File: config.mk
export PLATFORM = sky130hd
export DESIGN_NAME = scan_sweep_controller_unit
export DESIGN_NICKNAME = d
export VERILOG_FILES = /design/src/rtl/ssc_pkg.sv /design/src/rtl/ssc_cfg_regs.sv /design/src/rtl/ssc_core.sv /design/src/rtl/scan_sweep_controller_unit.sv
export SDC_FILE = /design/constraint.sdc
export NUM_CORES = 1
export LEC_CHECK = 0
export BUFFER_PORTS_ARGS = -buffer_cell sky130_fd_sc_hd__buf_2
export CAP_MARGIN = 20
export CORE_AREA = 4 4 172 141
export CTS_CLUSTER_DIAMETER = 200
export DETAILED_ROUTE_END_ITERATION = 10
export DIE_AREA = 0 0 176 145
export GPL_TIMING_DRIVEN = 0
export PLACE_DENSITY = 0.91
export SETUP_SLACK_MARGIN = 0.5
export SYNTH_ARGS = -nofsm -noshare
export SYNTH_HDL_FRONTEND = slang
export SYNTH_SLANG_ARGS = --single-unit
File: constraint.sdc
create_clock -name clk_i -period 6.4 [get_ports clk_i]
set_input_delay 0.64 -clock clk_i [delete_from_list [all_inputs] [get_ports clk_i]]
set_output_delay 0.64 -clock clk_i [all_outputs]
set_load 0.03 [all_outputs]
File: src/rtl/ssc_pkg.sv
`timescale 1ns / 1ps
`default_nettype none

package ssc_pkg;

  localparam int unsigned ANGLE_W   = 16;
  localparam int unsigned AGE_W     = 16;
  localparam int unsigned STEP_W    = 16;
  localparam int unsigned DIST_W    = 16;
  localparam int unsigned SPEED_W   = 8;
  localparam int unsigned DRIVE_W   = SPEED_W + 1;
  localparam int unsigned CFG_IDX_W = 3;
  localparam int unsigned CFG_DAT_W = 16;

  localparam logic [AGE_W-1:0] AGE_MAX = {AGE_W{1'b1}};

  // register indexes on the configuration port
  localparam logic [CFG_IDX_W-1:0] REG_MIN_ANGLE  = 3'd0;
  localparam logic [CFG_IDX_W-1:0] REG_MAX_ANGLE  = 3'd1;
  localparam logic [CFG_IDX_W-1:0] REG_ANGLE_STEP = 3'd2;
  localparam logic [CFG_IDX_W-1:0] REG_DRV_SPEED  = 3'd3;
  localparam logic [CFG_IDX_W-1:0] REG_STUCK      = 3'd4;
  localparam logic [CFG_IDX_W-1:0] REG_COOLDOWN   = 3'd5;

  localparam logic signed [ANGLE_W-1:0] RST_MIN_ANGLE  = -16'sd12868;
  localparam logic signed [ANGLE_W-1:0] RST_MAX_ANGLE  = 16'sd12868;
  localparam logic [ANGLE_W-1:0]        RST_ANGLE_STEP = 16'd819;
  localparam logic [SPEED_W-1:0]        RST_DRV_SPEED  = 8'd100;
  localparam logic [AGE_W-1:0]          RST_STUCK      = 16'd5;
  localparam logic [AGE_W-1:0]          RST_COOLDOWN   = 16'd25;

  typedef struct packed {
    logic signed [ANGLE_W-1:0] angle_lo;
    logic signed [ANGLE_W-1:0] angle_hi;
    logic [ANGLE_W-1:0]        angle_step;
    logic [SPEED_W-1:0]        drive_speed;
    logic [AGE_W-1:0]          stuck_ticks;
    logic [AGE_W-1:0]          cooldown_ticks;
  } ssc_cfg_t;

  typedef struct packed {
    logic signed [ANGLE_W-1:0] position;
    logic [STEP_W-1:0]         step_count;
    logic [DIST_W-1:0]         distance;
  } ssc_item_t;

  typedef struct packed {
    logic signed [DRIVE_W-1:0] drive;
    logic                      sample_valid;
    logic signed [ANGLE_W-1:0] sample_angle;
    logic [DIST_W-1:0]         sample_distance;
    logic                      sweep_end;
  } ssc_result_t;

endpackage

`default_nettype wire

File: src/rtl/ssc_cfg_regs.sv
`timescale 1ns / 1ps
`default_nettype none

module ssc_cfg_regs (
  input  wire logic                              clk_i,
  input  wire logic                              rst_ni,
  input  wire logic                              wr_en_i,
  input  wire logic [ssc_pkg::CFG_IDX_W-1:0]     wr_index_i,
  input  wire logic [ssc_pkg::CFG_DAT_W-1:0]     wr_data_i,
  output ssc_pkg::ssc_cfg_t                      cfg_o
);

  ssc_pkg::ssc_cfg_t cfg_q, cfg_d;

  always_comb begin
    cfg_d = cfg_q;
    if (wr_en_i) begin
      case (wr_index_i)
        ssc_pkg::REG_MIN_ANGLE:  cfg_d.angle_lo       = wr_data_i;
        ssc_pkg::REG_MAX_ANGLE:  cfg_d.angle_hi       = wr_data_i;
        ssc_pkg::REG_ANGLE_STEP: cfg_d.angle_step     = wr_data_i;
        ssc_pkg::REG_DRV_SPEED:  cfg_d.drive_speed    = wr_data_i[ssc_pkg::SPEED_W-1:0];
        ssc_pkg::REG_STUCK:      cfg_d.stuck_ticks    = wr_data_i;
        ssc_pkg::REG_COOLDOWN:   cfg_d.cooldown_ticks = wr_data_i;
        default: ;  // drop writes to unmapped indexes
      endcase
    end
  end

  always_ff @(posedge clk_i or negedge rst_ni) begin
    if (!rst_ni) begin
      cfg_q.angle_lo       <= ssc_pkg::RST_MIN_ANGLE;
      cfg_q.angle_hi       <= ssc_pkg::RST_MAX_ANGLE;
      cfg_q.angle_step     <= ssc_pkg::RST_ANGLE_STEP;
      cfg_q.drive_speed    <= ssc_pkg::RST_DRV_SPEED;
      cfg_q.stuck_ticks    <= ssc_pkg::RST_STUCK;
      cfg_q.cooldown_ticks <= ssc_pkg::RST_COOLDOWN;
    end else begin
      cfg_q <= cfg_d;
    end
  end

  assign cfg_o = cfg_q;

endmodule

`default_nettype wire

File: src/rtl/ssc_core.sv
`timescale 1ns / 1ps
`default_nettype none

module ssc_core (
  input  wire logic                 clk_i,
  input  wire logic                 rst_ni,
  input  wire logic                 advance_i,
  input  wire ssc_pkg::ssc_cfg_t    cfg_i,
  input  wire ssc_pkg::ssc_item_t   item_i,
  output ssc_pkg::ssc_result_t      result_o
);

  logic                                forward_q, forward_d;
  logic                                sampling_q, sampling_d;
  logic [ssc_pkg::STEP_W-1:0]          last_step_q, last_step_d;
  logic [ssc_pkg::AGE_W-1:0]           move_age_q, move_age_d;
  logic [ssc_pkg::AGE_W-1:0]           restart_age_q, restart_age_d;
  logic signed [ssc_pkg::ANGLE_W-1:0]  last_pos_q, last_pos_d;
  logic                                have_pos_q, have_pos_d;
  logic                                sweep_has_q, sweep_has_d;

  logic [ssc_pkg::AGE_W-1:0]           restart_inc;
  logic                                stalled, restart, reverse, take;
  logic signed [ssc_pkg::ANGLE_W:0]    diff;
  logic [ssc_pkg::ANGLE_W:0]           abs_diff;
  logic signed [ssc_pkg::DRIVE_W-1:0]  speed_ext;

  always_comb begin
    // saturating tick ages; a step change restarts the move age
    restart_inc = (restart_age_q == ssc_pkg::AGE_MAX) ? restart_age_q
                                                      : restart_age_q + 1'b1;
    last_step_d = item_i.step_count;
    if (item_i.step_count != last_step_q) begin
      move_age_d = '0;
    end else begin
      move_age_d = (move_age_q == ssc_pkg::AGE_MAX) ? move_age_q : move_age_q + 1'b1;
    end

    stalled = (move_age_d > cfg_i.stuck_ticks) && (restart_inc > cfg_i.cooldown_ticks)
              && (cfg_i.drive_speed != '0);

    restart = (item_i.position < cfg_i.angle_lo) || (stalled && !forward_q);
    reverse = !restart && ((item_i.position > cfg_i.angle_hi) || (stalled && forward_q));

    forward_d     = forward_q;
    sampling_d    = sampling_q;
    restart_age_d = restart_inc;
    sweep_has_d   = sweep_has_q;
    if (restart) begin
      forward_d     = 1'b1;
      sampling_d    = 1'b1;
      restart_age_d = '0;
    end else if (reverse) begin
      forward_d   = 1'b0;
      sampling_d  = 1'b0;
      sweep_has_d = 1'b0;
    end

    diff     = {item_i.position[ssc_pkg::ANGLE_W-1], item_i.position}
             - {last_pos_q[ssc_pkg::ANGLE_W-1], last_pos_q};
    abs_diff = diff[ssc_pkg::ANGLE_W] ? -diff : diff;
    take     = sampling_d && (!have_pos_q || (abs_diff > {1'b0, cfg_i.angle_step}));

    last_pos_d = last_pos_q;
    have_pos_d = have_pos_q;
    if (take) begin
      last_pos_d  = item_i.position;
      have_pos_d  = 1'b1;
      sweep_has_d = 1'b1;
    end

    speed_ext = {1'b0, cfg_i.drive_speed};
    result_o.drive           = forward_d ? speed_ext : -speed_ext;
    result_o.sample_valid    = take;
    result_o.sample_angle    = take ? item_i.position : '0;
    result_o.sample_distance = take ? item_i.distance : '0;
    result_o.sweep_end       = reverse && sweep_has_q;
  end

  always_ff @(posedge clk_i or negedge rst_ni) begin
    if (!rst_ni) begin
      forward_q     <= 1'b1;
      sampling_q    <= 1'b0;
      last_step_q   <= '0;
      move_age_q    <= '0;
      restart_age_q <= '0;
      last_pos_q    <= '0;
      have_pos_q    <= 1'b0;
      sweep_has_q   <= 1'b0;
    end else if (advance_i) begin
      forward_q     <= forward_d;
      sampling_q    <= sampling_d;
      last_step_q   <= last_step_d;
      move_age_q    <= move_age_d;
      restart_age_q <= restart_age_d;
      last_pos_q    <= last_pos_d;
      have_pos_q    <= have_pos_d;
      sweep_has_q   <= sweep_has_d;
    end
  end

endmodule

`default_nettype wire

File: src/rtl/scan_sweep_controller_unit.sv
`timescale 1ns / 1ps
`default_nettype none

// Oscillating scan controller: one request per sensor tick carries position,
// step_count and distance; exactly one result comes back per request with the
// motor drive command, an optional sample and the sweep_end flag.
// Channels: input (in_valid_i / in_stall_o) and output (out_valid_o /
// out_stall_i) move a request when valid is high and stall is low. The
// configuration port (cfg_valid_i / cfg_ready_o, cfg_index_i, cfg_data_i) is
// always ready; write it only while no request is in flight.
// Path: a taken request sits in the input register, is evaluated and moves
// into the result register, which drives out_valid_o. Throughput: one request
// per cycle while out_stall_i is low, set by the single evaluation stage
// between the input and result registers.
// Stall: when out_stall_i holds a result, the input register keeps its request
// and in_stall_o rises only if that register is full; the sweep state advances
// only when a request moves into the result register.
// Reset: both registers empty, sweep state forward with sampling off, all
// ages and markers zero, configuration registers at their defaults.
module scan_sweep_controller_unit (
  input  wire logic                                 clk_i,
  input  wire logic                                 rst_ni,
  input  wire logic                                 in_valid_i,
  output      logic                                 in_stall_o,
  input  wire logic signed [ssc_pkg::ANGLE_W-1:0]   position_i,
  input  wire logic [ssc_pkg::STEP_W-1:0]           step_count_i,
  input  wire logic [ssc_pkg::DIST_W-1:0]           distance_i,
  output      logic                                 out_valid_o,
  input  wire logic                                 out_stall_i,
  output      logic signed [ssc_pkg::DRIVE_W-1:0]   drive_o,
  output      logic                                 sample_valid_o,
  output      logic signed [ssc_pkg::ANGLE_W-1:0]   sample_angle_o,
  output      logic [ssc_pkg::DIST_W-1:0]           sample_distance_o,
  output      logic                                 sweep_end_o,
  input  wire logic                                 cfg_valid_i,
  output      logic                                 cfg_ready_o,
  input  wire logic [ssc_pkg::CFG_IDX_W-1:0]        cfg_index_i,
  input  wire logic [ssc_pkg::CFG_DAT_W-1:0]        cfg_data_i
);

  ssc_pkg::ssc_cfg_t    cfg;
  ssc_pkg::ssc_item_t   item_q, item_d;
  ssc_pkg::ssc_result_t res, res_q;
  logic                 item_vld_q, item_vld_d;
  logic                 out_vld_q, out_vld_d;
  logic                 in_take, advance;

  assign cfg_ready_o = 1'b1;

  ssc_cfg_regs u_cfg (
    .clk_i      (clk_i),
    .rst_ni     (rst_ni),
    .wr_en_i    (cfg_valid_i),
    .wr_index_i (cfg_index_i),
    .wr_data_i  (cfg_data_i),
    .cfg_o      (cfg)
  );

  // advance the held request whenever the result register is free or draining
  assign advance    = item_vld_q && (!out_vld_q || !out_stall_i);
  assign in_stall_o = item_vld_q && !advance;
  assign in_take    = in_valid_i && !in_stall_o;

  always_comb begin
    item_d.position   = position_i;
    item_d.step_count = step_count_i;
    item_d.distance   = distance_i;
    item_vld_d        = in_take || (item_vld_q && !advance);
    out_vld_d         = advance || (out_vld_q && out_stall_i);
  end

  ssc_core u_core (
    .clk_i     (clk_i),
    .rst_ni    (rst_ni),
    .advance_i (advance),
    .cfg_i     (cfg),
    .item_i    (item_q),
    .result_o  (res)
  );

  always_ff @(posedge clk_i or negedge rst_ni) begin
    if (!rst_ni) begin
      item_vld_q <= 1'b0;
      out_vld_q  <= 1'b0;
    end else begin
      item_vld_q <= item_vld_d;
      out_vld_q  <= out_vld_d;
    end
  end

  // payload registers: load the input on take, the result on advance
  always_ff @(posedge clk_i) begin
    if (in_take) begin
      item_q <= item_d;
    end
    if (advance) begin
      res_q <= res;
    end
  end

  assign out_valid_o       = out_vld_q;
  assign drive_o           = res_q.drive;
  assign sample_valid_o    = res_q.sample_valid;
  assign sample_angle_o    = res_q.sample_angle;
  assign sample_distance_o = res_q.sample_distance;
  assign sweep_end_o       = res_q.sweep_end;

endmodule

`default_nettype wire

Word level (Yosys, flattened, before mapping)
Index checks and enable logic that the tools add are counted.

cells by class
  $add $sub $neg = 5
  $lt $le $gt $ge = 5
  equal/unequal tests = 9
  mux-type cells = 13
  reduce and logical (&&, ||, !) cells = 35

operators with widths
  cell                     number
  $mux W16                 4
  $gt A16 B16 Y1           3
  $add A16 B1 Y16 const B  2
  $eq A16 B16 Y1 const B   2
  $gt A17 B16 Y1           1
  $mux W17                 1
  $neg A17 Y17             1
  $sub A16 B16 Y17         1
  $lt A16 B16 Y1           1
  $ne A16 B16 Y1           1
  $reduce_and A2 Y1        7
  $logic_and A1 B1 Y1      11
  $neg A8 Y9               1
  $mux W8                  1
  $reduce_bool A8 Y1       1
  $logic_not A1 Y1         7
  $mux W1                  7
  $eq A3 B2 Y1 const B     2
  $eq A3 B3 Y1 const B     2
  $logic_or A1 B1 Y1       6
  $eq A3 B1 Y1 const B     1
  $logic_not A3 Y1         1
  $reduce_and A3 Y1        1
  $ne A2 B2 Y1 const B     1
  $reduce_bool A2 Y1       1

word-level totals
  bits in registers = 249
  input port bits = 72
  output and inout port bits = 46

Longest topological paths before layout
Gate-level depths: netlist of run 1.

  word-level depth = 15
  mapped depth = 22

Cells and area by module
A second synthesis of run 1 with hierarchy kept.

second synthesis, totals
  cell total of the unflattened synthesis = 1177
  area total of the unflattened synthesis = 13593.0 um^2

modules (own cells, without submodules)
  module                      instances  cells each  area an instance (um^2)  sequential area each (um^2)
  ssc_core                    1          885         7347.0                   1702.9
  ssc_cfg_regs                1          191         3409.5                   2238.4
  scan_sweep_controller_unit  1          101         2836.5                   2782.7

Least setup slack after synthesis of run 1
OpenSTA, ideal clock, no wires.

  path kind = register to register
  from = register item_q[32] (netlist bit)
  to = register u_core.last_pos_q[10] (netlist bit)
  setup time = 0.125 ns
  data arrival time = 4.615 ns
  data required time = 6.275 ns
  slack = 1.660 ns
  stages on the path, launching flop included = 23
  cell sequence = edfxtp_1 -> inv_1 -> ha_1 -> fa_1 -> nor2b_1 -> o22ai_1 -> xnor2_1 -> or2_0 -> or3_1 -> nor4_2 -> nor2_1 -> xor2_1 -> ha_1 -> nand4_1 -> nor2_1 -> a2111oi_0 -> o211ai_1 -> a311oi_1 -> a41o_1 -> a211o_1 -> buf_6 -> buf_6 -> mux2_4

between the ends
  cells in the longest elaborated chain, start to end = 8

ends and longest elaborated chain
  what                                                      line                              source
  from (decl)                                               scan_sweep_controller_unit.sv:42  ssc_pkg::ssc_item_t item_q, item_d;
  from (signal assigned)                                    scan_sweep_controller_unit.sv:94  item_q <= item_d;
  branches (longest 6 deep; another with $sub A16 B16 Y17)  --
  $logic_and A1 B1 Y1 (*)                                   ssc_core.sv:62                    take = sampling_d && (!have_pos_q || (abs_diff > {1'b0, cfg_i.angle_step}));
  $reduce_and A2 Y1 (no source line) (*)                    --
  to (signal assigned)                                      ssc_core.sv:96                    last_pos_q <= last_pos_d;
  to (decl)                                                 ssc_core.sv:18                    logic signed [ssc_pkg::ANGLE_W-1:0] last_pos_q, last_pos_d;

Every way passes the cells marked *.
A chain may end at the register's enable or synchronous reset.

Final worst setup path of run 1
  from = register item_q[32] (netlist bit)
  to = register u_core.last_pos_q[12] (netlist bit)

Same word-level chain as after synthesis.

==> out/qor.yml, run 1 <==
critical_path:
  r2r_end: "u_core.last_pos_q[12]$_DFFE_PN0P_"
  start_kind: "flip-flop"
  cp_num_cells: 21
  cp_top_family: "compound AO/OA/AOI/OAI gates"
  cp_slowest_stage_delay_ps: 500
  cp_slowest_cell: "a311oi_2"
  critPathKind: "flip-flop to flip-flop"
  path_buf_inv: 3
  crit_arrival_ps: 6040
  crit_path_end_kind: "flip-flop"
  crit_path_max_fanout: 10
  r2r-start: "item_q[32]$_DFFE_PP_"
  crit_chain: "inv_1 > ha_1 > fa_1 > nor2b_2 > o2111ai_1 > a311oi_2 > a311oi_4 > a21oi_4 > a41oi_1 > xnor2_1 > ha_1 > nand4_1 > nor2_1 > a2111oi_1 > o211ai_1 > a311oi_1 > a41o_1 > a211o_1 > buf_6 > buf_6 > mux2_4"
  endpoint: "u_core.last_pos_q[12]$_DFFE_PN0P_"
  reg2reg_slack_ps: 780
  required_ps: 6810
  startpoint: "item_q[32]$_DFFE_PP_"
  reg2reg_depth: 21
clock_tree:
  clk_pin_slew_ps: 60
  numClockSinks: 249
  cts-htree-levels: 1
  clk_root_buffer_cell: "clkbuf_16"
  cts_buffer_depth: 3
  clock_latency_ps: 550
  cts_tree: "built"
  cts_buffers: 25
power_and_ir_drop:
  p_comb_frac: 0.439
  p_seq_frac: 0.342
  p_total_mw: 6.55
  powerDensity_nw_per_um2: 429
  p_leak_nw: 6.91
  intPower_mw: 4.03
  p_switching_mw: 2.52
  clkPwrFrac: 0.219
  ir_drop_v: 0.000333
  switching_share: 0.385
cells_and_area:
  final_util: 0.684
  area_delta_synth_final_pct: 14.5
  nNetsFinal: 1602
  fin_cells: 1756
  drive_gt1_frac: 0.180
floorplanning:
  initial_core_util: 0.598
  fp.dieH_um: 145
  fp-row-count: 49
  die_area_um2: 25500
  die_x_um: 176
  core-area_um2: 22300
  io_pins: 118
worst_hold_path:
  hp-class: "input pin to async pin"
yosys:
  yosys_warnings: 0
  ys_async_sr_fraction: 0.635
  ys.flop_type: "dfrtp_1"
  synth-seq-cells: 249
  synth_cell_type_count: 67
  seq_area_frac_synth: 0.504
  synth_area_um2: 13300
  syn_nets: 1450
  synthesis.instances: 1278
  avgSynthCellArea_um2: 10.4
  synth_edf_count: 91
route:
  via_per_inst: 5.94
  drtIter0Drc: 1236
  wl_per_cell_um: 19.1
  first_pass_iters: 6
  drc: 0
  wirelength_um: 33600
  dr_total_vias: 10400
  antenna_left: 0
place:
  gp_congestion: 0.950
  port_buffers: 116
  placed_cells: 1703
  place_hpwl_um: 23800
run:
  maxCapViolCount: 0
sta:
  grt_setup_unrepaired: "no"
  slew_viol_final: 0
  relSlewSlack: 0.349
  holdWs_ps: 93.9
  worstMarginPinSlew_ps: 962
  period_share: 0.879
  hold_viol: 0
  fin_setup_tns_ps: 0
  period_needed_ps: 5620
  skew_ps: 31.1
  fmax_mhz: 178
  setup_violations: 0
grt:
  grt_pass1_vias: 10500
  antenna_found_initial: 0
  grt_overflow: 0
  grt_max_degree: 98
  grt_pass1_wl_um: 53400
  grt_usage: 0.257
run_status:
  status: "finished, final reports clean"
## metal layers
metal / share of wire / track usage / vias to the layer above / routed length [um]
met5: 0 / 0 / - / 0
met4: 0.028 / 0.0620 / 0 / 946
met3: 0.10 / 0.0557 / 95 / 3350
met2: 0.45 / 0.404 / 518 / 15100
met1: 0.42 / 0.368 / 5029 / 14200
li1: - / - / 4795 / -
## logic make-up after synthesis
kind of cell / count (synthesis) / synth area share
AOI/OAI and AO/OA: 251 / 0.116
xor gates and xnor gates: 66 / 0.0433
adders and majority gates: 100 / 0.0944
buffers and inverters: 151 / 0.0450
DFF: 249 / 0.504
muxes: 57 / 0.0497
other: 1 / 0.000281
and+or+nand+nor: 403 / 0.147
## worst register-to-register path, stage by stage, from the launching register on
cell and delay, ps:
edfxtp_1 430, inv_1 100, ha_1 250, fa_1 420, nor2b_2 170, o2111ai_1 280, a311oi_2 500, a311oi_4 140
a21oi_4 330, a41oi_1 110, xnor2_1 330, ha_1 300, nand4_1 160, nor2_1 70, a2111oi_1 340, o211ai_1 140
a311oi_1 310, a41o_1 200, a211o_1 210, buf_6 160, buf_6 200, mux2_4 320
## registers in the layout, indices dropped and copies added, names as in the netlist, 9 cells and up
signal / flops
item_q: 48
u_core.last_pos_q: 16
u_core.restart_age_q: 16
drive_o: 9
u_core.move_age_q: 16
u_core.last_step_q: 16
sample_angle_o: 16
u_cfg.cfg_o: 88
sample_distance_o: 16
## worst min-delay path by stage
stage	start	endpoint	slack [ps]	cells past startpoint
after CTS	rst_ni	u_core.restart_age_q[13]$_DFFE_PN0P_	110	1
final	rst_ni	u_core.move_age_q[12]$_DFFE_PN0P_	90	1
after detailed placement	u_core.last_pos_q[4]$_DFFE_PN0P_	u_core.last_pos_q[4]$_DFFE_PN0P_	480	1
after floorplan	rst_ni	item_vld_q$_DFF_PN0_	340	0
after global placement	item_vld_q$_DFF_PN0_	out_valid_o$_DFF_PN0_	470	1
after global routing	rst_ni	u_core.last_step_q[15]$_DFFE_PN0P_	140	1
## Yosys cell counts (all sizes together), types with 7 or more instances
cell    count  area (um2)
xor2       40         350
mux2       50         593
dfrtp     128        3200
a311oi      7        73.8
nand4      29         188
o31ai      12        90.1
o211ai      8        60.1
nand2b     11        68.8
a21o       12        90.1
and2       39         244
a211oi      9        67.6
nor4       10        68.8
and3       12        75.1
edfxtp     91        2730
nor2b      14        87.6
buf         7        60.1
dfstp      30         788
nand3      17        85.1
nor2       61         229
o21ai     107         536
ha         99        1240
clkbuf     34         128
mux2i       7        70.1
inv       110         413
nand2     170         638
nor3       13        65.1
a21oi      48         244
xnor2      26         228
a31oi      12        75.1
## placed cells by master (no fill, tap or decap), drive strengths merged, types with 17 or more instances in the layout
cell and instances:
ha 99, a21oi 48, xor2 40, xnor2 26, dfrtp 128, nand2 170, edfxtp 91, and2 39
inv 111, buf 132, clkbuf 70, nor2 61, nand3 17, nand4 29, o21ai 107, mux2 50
dfstp 30
## power by group through the flow
stage	sequential, mW	clock [mW]	combinational (mW)
floorplan	2.43	0	1.86
global placement	2.25	0	2.58
detailed placement	2.26	0	2.75
CTS	2.24	1.45	2.79
global route	2.28	1.52	3.16
finish	2.24	1.44	2.87
## repair_timing
action,CTS,global route
pin swaps,0,3
hold endpoints to repair,0,0
setup endpoints to repair,30,51
resized for setup,1,11
setup buffers,0,6
hold buffers,0,0
## metrics by stage
stage / cell area, um2 / setup WS, ps
4_1_cts: 15200 / 562
2_1_floorplan: 13300 / 1660
3_5_place_dp: 14400 / 346
5_1_grt: 15300 / 477
6_report: 15300 / 777
3_3_place_gp: 14300 / 558
## final cells by class
cell class,instances,area (um2)
Fill cell,1613,7040
Tap cell,306,383
Buffer,41,190
Sequential cell,249,6720
Clock inverter,10,70.1
Inverter,110,413
Antenna cell,1,2.50
Multi-Input combinational cell,878,6060
Timing Repair Buffer,125,699
Clock buffer,36,729
Note: power is estimated with default switching activity, not from simulation.
==> run 2, diff against run 1 <==
CORE_AREA = 4 4 188 154   (was 4 4 172 141)
DIE_AREA = 0 0 192 158   (was 0 0 176 145)
PLACE_DENSITY = 0.8   (was 0.91)
==> out/qor.yml, run 2 (synthesis results as in run 1) <==
run_status:
  status: "finished, final reports clean"
cells_and_area:
  fill_cells: 2191
  layout_commonest_cell: "nand2_1"
  largest_register_ff_count: 88
  nNetsFinal: 1600
  final-seq-area_um2: 6720
  n_antenna_cell: 0
  layout_common_cells: "170 x nand2_1, 128 x dfrtp_1, 115 x buf_2, 110 x inv_1, 106 x o21ai_0"
  multiInputGateArea_um2: 6040
  stdcell_area_um2: 15400
  drive_gt1_frac: 0.181
  area_delta_synth_final_pct: 15.1
place:
  gp_congestion: 0.936
  port_buffers: 116
  place_area_um2: 14500
  place_hpwl_um: 24000
power_and_ir_drop:
  p_leak_nw: 6.92
  ir_drop_v: 0.000304
  powerDensity_nw_per_um2: 428
critical_path:
  cp_top_family: "simple AND/OR/NAND/NOR gates"
  crit_path_max_fanout: 10
  cp_slowest_stage_delay_ps: 450
  cp_slowest_cell: "a2111oi_0"
  crit_chain: "clkbuf_1 > and4_1 > and4_1 > and4_1 > nand4_1 > and4_1 > clkbuf_1 > nand2_1 > xor2_1 > nor2_1 > ha_1 > nand4_1 > a2111oi_0 > o211ai_1 > buf_4 > o21bai_1 > a21oi_2 > a211o_1 > buf_6 > buf_6 > mux2_4"
  start_kind: "flip-flop"
  crit_path_end_kind: "flip-flop"
  required_ps: 6820
  crit_arrival_ps: 6070
  path_buf_inv: 5
  cpMostUsedCell: "and4_1"
  critPathKind: "flip-flop to flip-flop"
route:
  wl_per_cell_um: 17.8
  antenna_left: 0
  via_per_inst: 5.59
  first_pass_iters: 5
  dr_total_vias: 10100
  drtIter0Drc: 778
  drc: 0
  wirelength_um: 32200
clock_tree:
  clock_latency_ps: 550
  cts_tree: "built"
  clk_pin_slew_ps: 60
  clk_root_buffer_cell: "clkbuf_16"
  numClockSinks: 249
  cts-htree-levels: 1
  cts_buffer_depth: 3
  cts_buffers: 26
floorplanning:
  io_pins: 118
  fp.dieH_um: 158
  die_x_um: 192
  fp-row-count: 54
  die_area_um2: 30300
  initial_core_util: 0.495
  core-area_um2: 27000
run:
  maxCapViolCount: 0
sta:
  fin_setup_tns_ps: 0
  period_share: 0.884
  grt_setup_unrepaired: "no"
  skew_ps: 18.6
  fmax_mhz: 177
  period_needed_ps: 5650
  slew_viol_final: 0
  relSlewSlack: 0.414
  hold_viol: 0
  setup_violations: 0
  worstMarginPinSlew_ps: 866
grt:
  grt_usage: 0.211
  grt_pass1_vias: 9682
  antenna_found_initial: 1
  grt_max_degree: 96
  grt_pass1_wl_um: 51100
  grt_overflow: 0
worst_hold_path:
  hp-class: "input pin to async pin"
[run 2: repair_timing]
action | CTS | global route
hold buffers | 0 | 0
pin swaps | 0 | 3
setup buffers | 0 | 3
setup endpoints to repair | 14 | 48
hold endpoints to repair | 0 | 0
gates resized for setup | 1 | 5
[run 2: area by class of cell]
type                       count  share of cell area
sequential                   249               0.438
multi-input combinational    878               0.394
clock buffer                  30              0.0447
timing repair buffer         122              0.0443
tap                          364              0.0297
inverter                     110              0.0269
buffer                        41              0.0123
clock inverter                18              0.0107
[run 2: power by group]
group | leakage [nW] | internal, mW | total (mW) | switching (mW)
sequential | 2.80 | 2.08 | 2.24 | 0.157
clock | 0.417 | 0.823 | 1.48 | 0.660
combinational | 3.70 | 1.14 | 2.86 | 1.72
[run 2: through the flow]
step                utilization  setup slack [ps]  hold WS (ps)  std cells  total power [mW]
global route              0.570               485          78.9       1812              6.99
finish                    0.570               745          40.0       1812              6.58
global placement          0.533               597           468       1758              4.92
floorplan                     -              1660           344       1278              4.29
detailed placement        0.536               456           481       1761              5.04
CTS                       0.568               650          52.3       1809              6.55
[run 2: path summary, 6_finish.rpt]
| path | startpoint | end | slack, ps | depth (start not counted) |
|---|---|---|---|---|
| max reg2reg | u_core.move_age_q[3]$_DFFE_PN0P_ | u_core.last_pos_q[11]$_DFFE_PN0P_ | 750 | 21 |
| min in group clk_i | distance_i[1] | item_q[1]$_DFFE_PP_ | 260 | 1 |
| max | u_core.move_age_q[3]$_DFFE_PN0P_ | u_core.last_pos_q[11]$_DFFE_PN0P_ | 750 | 21 |
| min | rst_ni | u_core.restart_age_q[12]$_DFFE_PN0P_ | 40 | 1 |
| max in group asynchronous | rst_ni | u_cfg.cfg_o[74]$_DFFE_PN1P_ | 5490 | 2 |
| min reg2reg | u_core.last_pos_q[3]$_DFFE_PN0P_ | u_core.last_pos_q[3]$_DFFE_PN0P_ | 490 | 1 |
[run 2: per-layer routing]
metal / up-vias / wire length (um) / global-route usage
met3: 62 / 2190 / 0.0410
li1: 4809 / - / -
met4: 0 / 851 / 0.0560
met1: 4896 / 15200 / 0.318
met2: 355 / 14000 / 0.313
met5: - / 0 / 0
[run 2: worst reg2reg max path: cells and delay by family (launching register included)]
family	cells	cell delay, ps
xor+xnor	1	240
buf+inv	5	1060
flops	1	330
fa+ha+maj	1	330
compound gates	5	1300
mux	1	310
simple gates	8	1990
==> run 3, diff against run 2 <==
clock period = 5.91 ns   (was 6.4 ns; I/O delays follow)
==> out/qor.yml, run 3 (synthesis results as in run 1) <==
sta:
  fmax_mhz: 192
  fin_ws_ps: 697
  worstMarginPinSlew_ps: 753
  setup_violations: 0
  fin_setup_tns_ps: 0
  period_needed_ps: 5210
  relSlewSlack: 0.494
  grt_setup_unrepaired: "no"
  period_share: 0.882
  hold_viol: 6
  slew_viol_final: 0
  skew_ps: 18.3
  holdWs_ps: -5.31
run_status:
  status: "finished, violations left"
  violations: "negative hold slack"
place:
  place_ws_ps: -33.6
  port_buffers: 116
  place_hpwl_um: 24000
  gp_congestion: 0.936
critical_path:
  crit_arrival_ps: 5630
  crit_path_max_fanout: 10
  reg2reg_slack_ps: 700
  critPathKind: "flip-flop to flip-flop"
  crit_path_end_kind: "flip-flop"
  start_kind: "flip-flop"
  reg2reg_depth: 19
  r2r_end: "u_core.last_pos_q[11]$_DFFE_PN0P_"
  required_ps: 6330
  r2r-start: "item_q[34]$_DFFE_PP_"
floorplanning:
  initial_core_util: 0.495
  fp.dieH_um: 158
  die_x_um: 192
  core-area_um2: 27000
  fp-row-count: 54
  die_area_um2: 30300
  io_pins: 118
cells_and_area:
  area_delta_synth_final_pct: 16.4
  drive_gt1_frac: 0.197
  final_util: 0.576
  layout_common_cells: "170 x nand2_1, 128 x dfrtp_1, 115 x buf_2, 110 x inv_1, 104 x o21ai_0"
  largest_register_ff_count: 88
  layout_commonest_cell: "nand2_1"
  n_antenna_cell: 0
  fill_cells: 2158
  nNetsFinal: 1607
clock_tree:
  cts_tree: "built"
  cts-htree-levels: 1
  clk_root_buffer_cell: "clkbuf_16"
  cts_buffer_depth: 3
  clk_pin_slew_ps: 60
  cts_buffers: 26
  clock_latency_ps: 550
  cts_hold_buf: 0
  numClockSinks: 249
grt:
  grt_pass1_wl_um: 51400
  grt_max_degree: 96
  grt_pass1_vias: 9728
  antenna_found_initial: 1
  grt_usage: 0.212
  grt_overflow: 0
route:
  drtIter0Drc: 832
  first_pass_iters: 5
  antenna_left: 0
  via_per_inst: 5.62
  wl_per_cell_um: 18.0
  wirelength_um: 32700
  drc: 0
  dr_total_vias: 10200
power_and_ir_drop:
  powerDensity_nw_per_um2: 466
  p_total_mw: 7.24
  ir_drop_v: 0.000332
  p_leak_nw: 6.98
run:
  maxCapViolCount: 0
worst_hold_path:
  hp-class: "input pin to async pin"
==> run 3: cell count changes in the layout (fill, tap and decap cells not counted), sizes merged <==
cell / change
buf: +7
==> run 3: power by group <==
part           internal (mW)  total, mW  leakage (nW)  switching (mW)
sequential              2.26       2.43          2.80           0.170
clock                  0.891       1.61         0.417           0.714
combinational           1.28       3.21          3.76            1.93
==> run 3: worst max path at each step <==
stage,slack (ps),to,cells after the start,from
2_1_floorplan,1170,u_core.last_pos_q[10]$_DFFE_PN0P_,22,item_q[32]$_DFFE_PP_
3_3_place_gp,110,sample_distance_o[14]$_SDFFCE_PN0P_,19,u_core.move_age_q[3]$_DFFE_PN0P_
3_5_place_dp,-30,sample_distance_o[12]$_SDFFCE_PN0P_,19,u_core.move_age_q[3]$_DFFE_PN0P_
4_1_cts,510,u_core.last_pos_q[14]$_DFFE_PN0P_,20,u_core.move_age_q[3]$_DFFE_PN0P_
5_1_grt,490,u_core.last_pos_q[14]$_DFFE_PN0P_,22,item_q[32]$_DFFE_PP_
6_report,700,u_core.last_pos_q[11]$_DFFE_PN0P_,19,item_q[34]$_DFFE_PP_
==> run 3: final cells by class <==
class	count	area, um2	share of cell area
well taps	364	455	0.0293
flip-flops and latches	249	6720	0.433
plain buffers	41	195	0.0126
clock inverters	18	164	0.0106
inverters	110	413	0.0266
repair buffers	129	733	0.0472
clock buffers	30	686	0.0442
multi-input cells	878	6150	0.396
==> run 3: critical path, stage by stage, from the launching register on <==
cell and delay (ps):
edfxtp_1 490, ha_1 410, nor2b_4 170, o2111ai_2 300, a311oi_2 210, a311oi_4 450
a21o_1 330, o21ai_1 140, xnor2_1 230, ha_1 290, nand4_1 150, nor2_1 80
a2111oi_2 350, o211ai_1 140, a311oi_1 270, a41o_1 200, a211o_1 170, buf_6 160
buf_8 190, mux2_4 310
==> run 3: per-stage QoR <==
step                      instance area, um2  cells
final                                  15500   1819
after global routing                   15500   1819
after CTS                              15400   1812
after detailed placement               14500   1761
after global placement                 14400   1758
after floorplan                        13300   1278
==> run 3: repair_timing <==
item	CTS	global route
hold endpoints to repair	0	0
gates cloned	0	0
endpoints found under the setup margin	50	70
gates resized for setup	12	22
pin swaps	4	6
buffers inserted	3	7
==> run 3: routing by layer <==
metal  wire [um]  vias up  part of all wire  track usage
li1            -     4820                 -            -
met3        2450       56             0.075       0.0399
met1       15100     4974              0.46        0.319
met5           0        -                 0            0
met4         809        0             0.025       0.0553
met2       14300      367              0.44        0.317
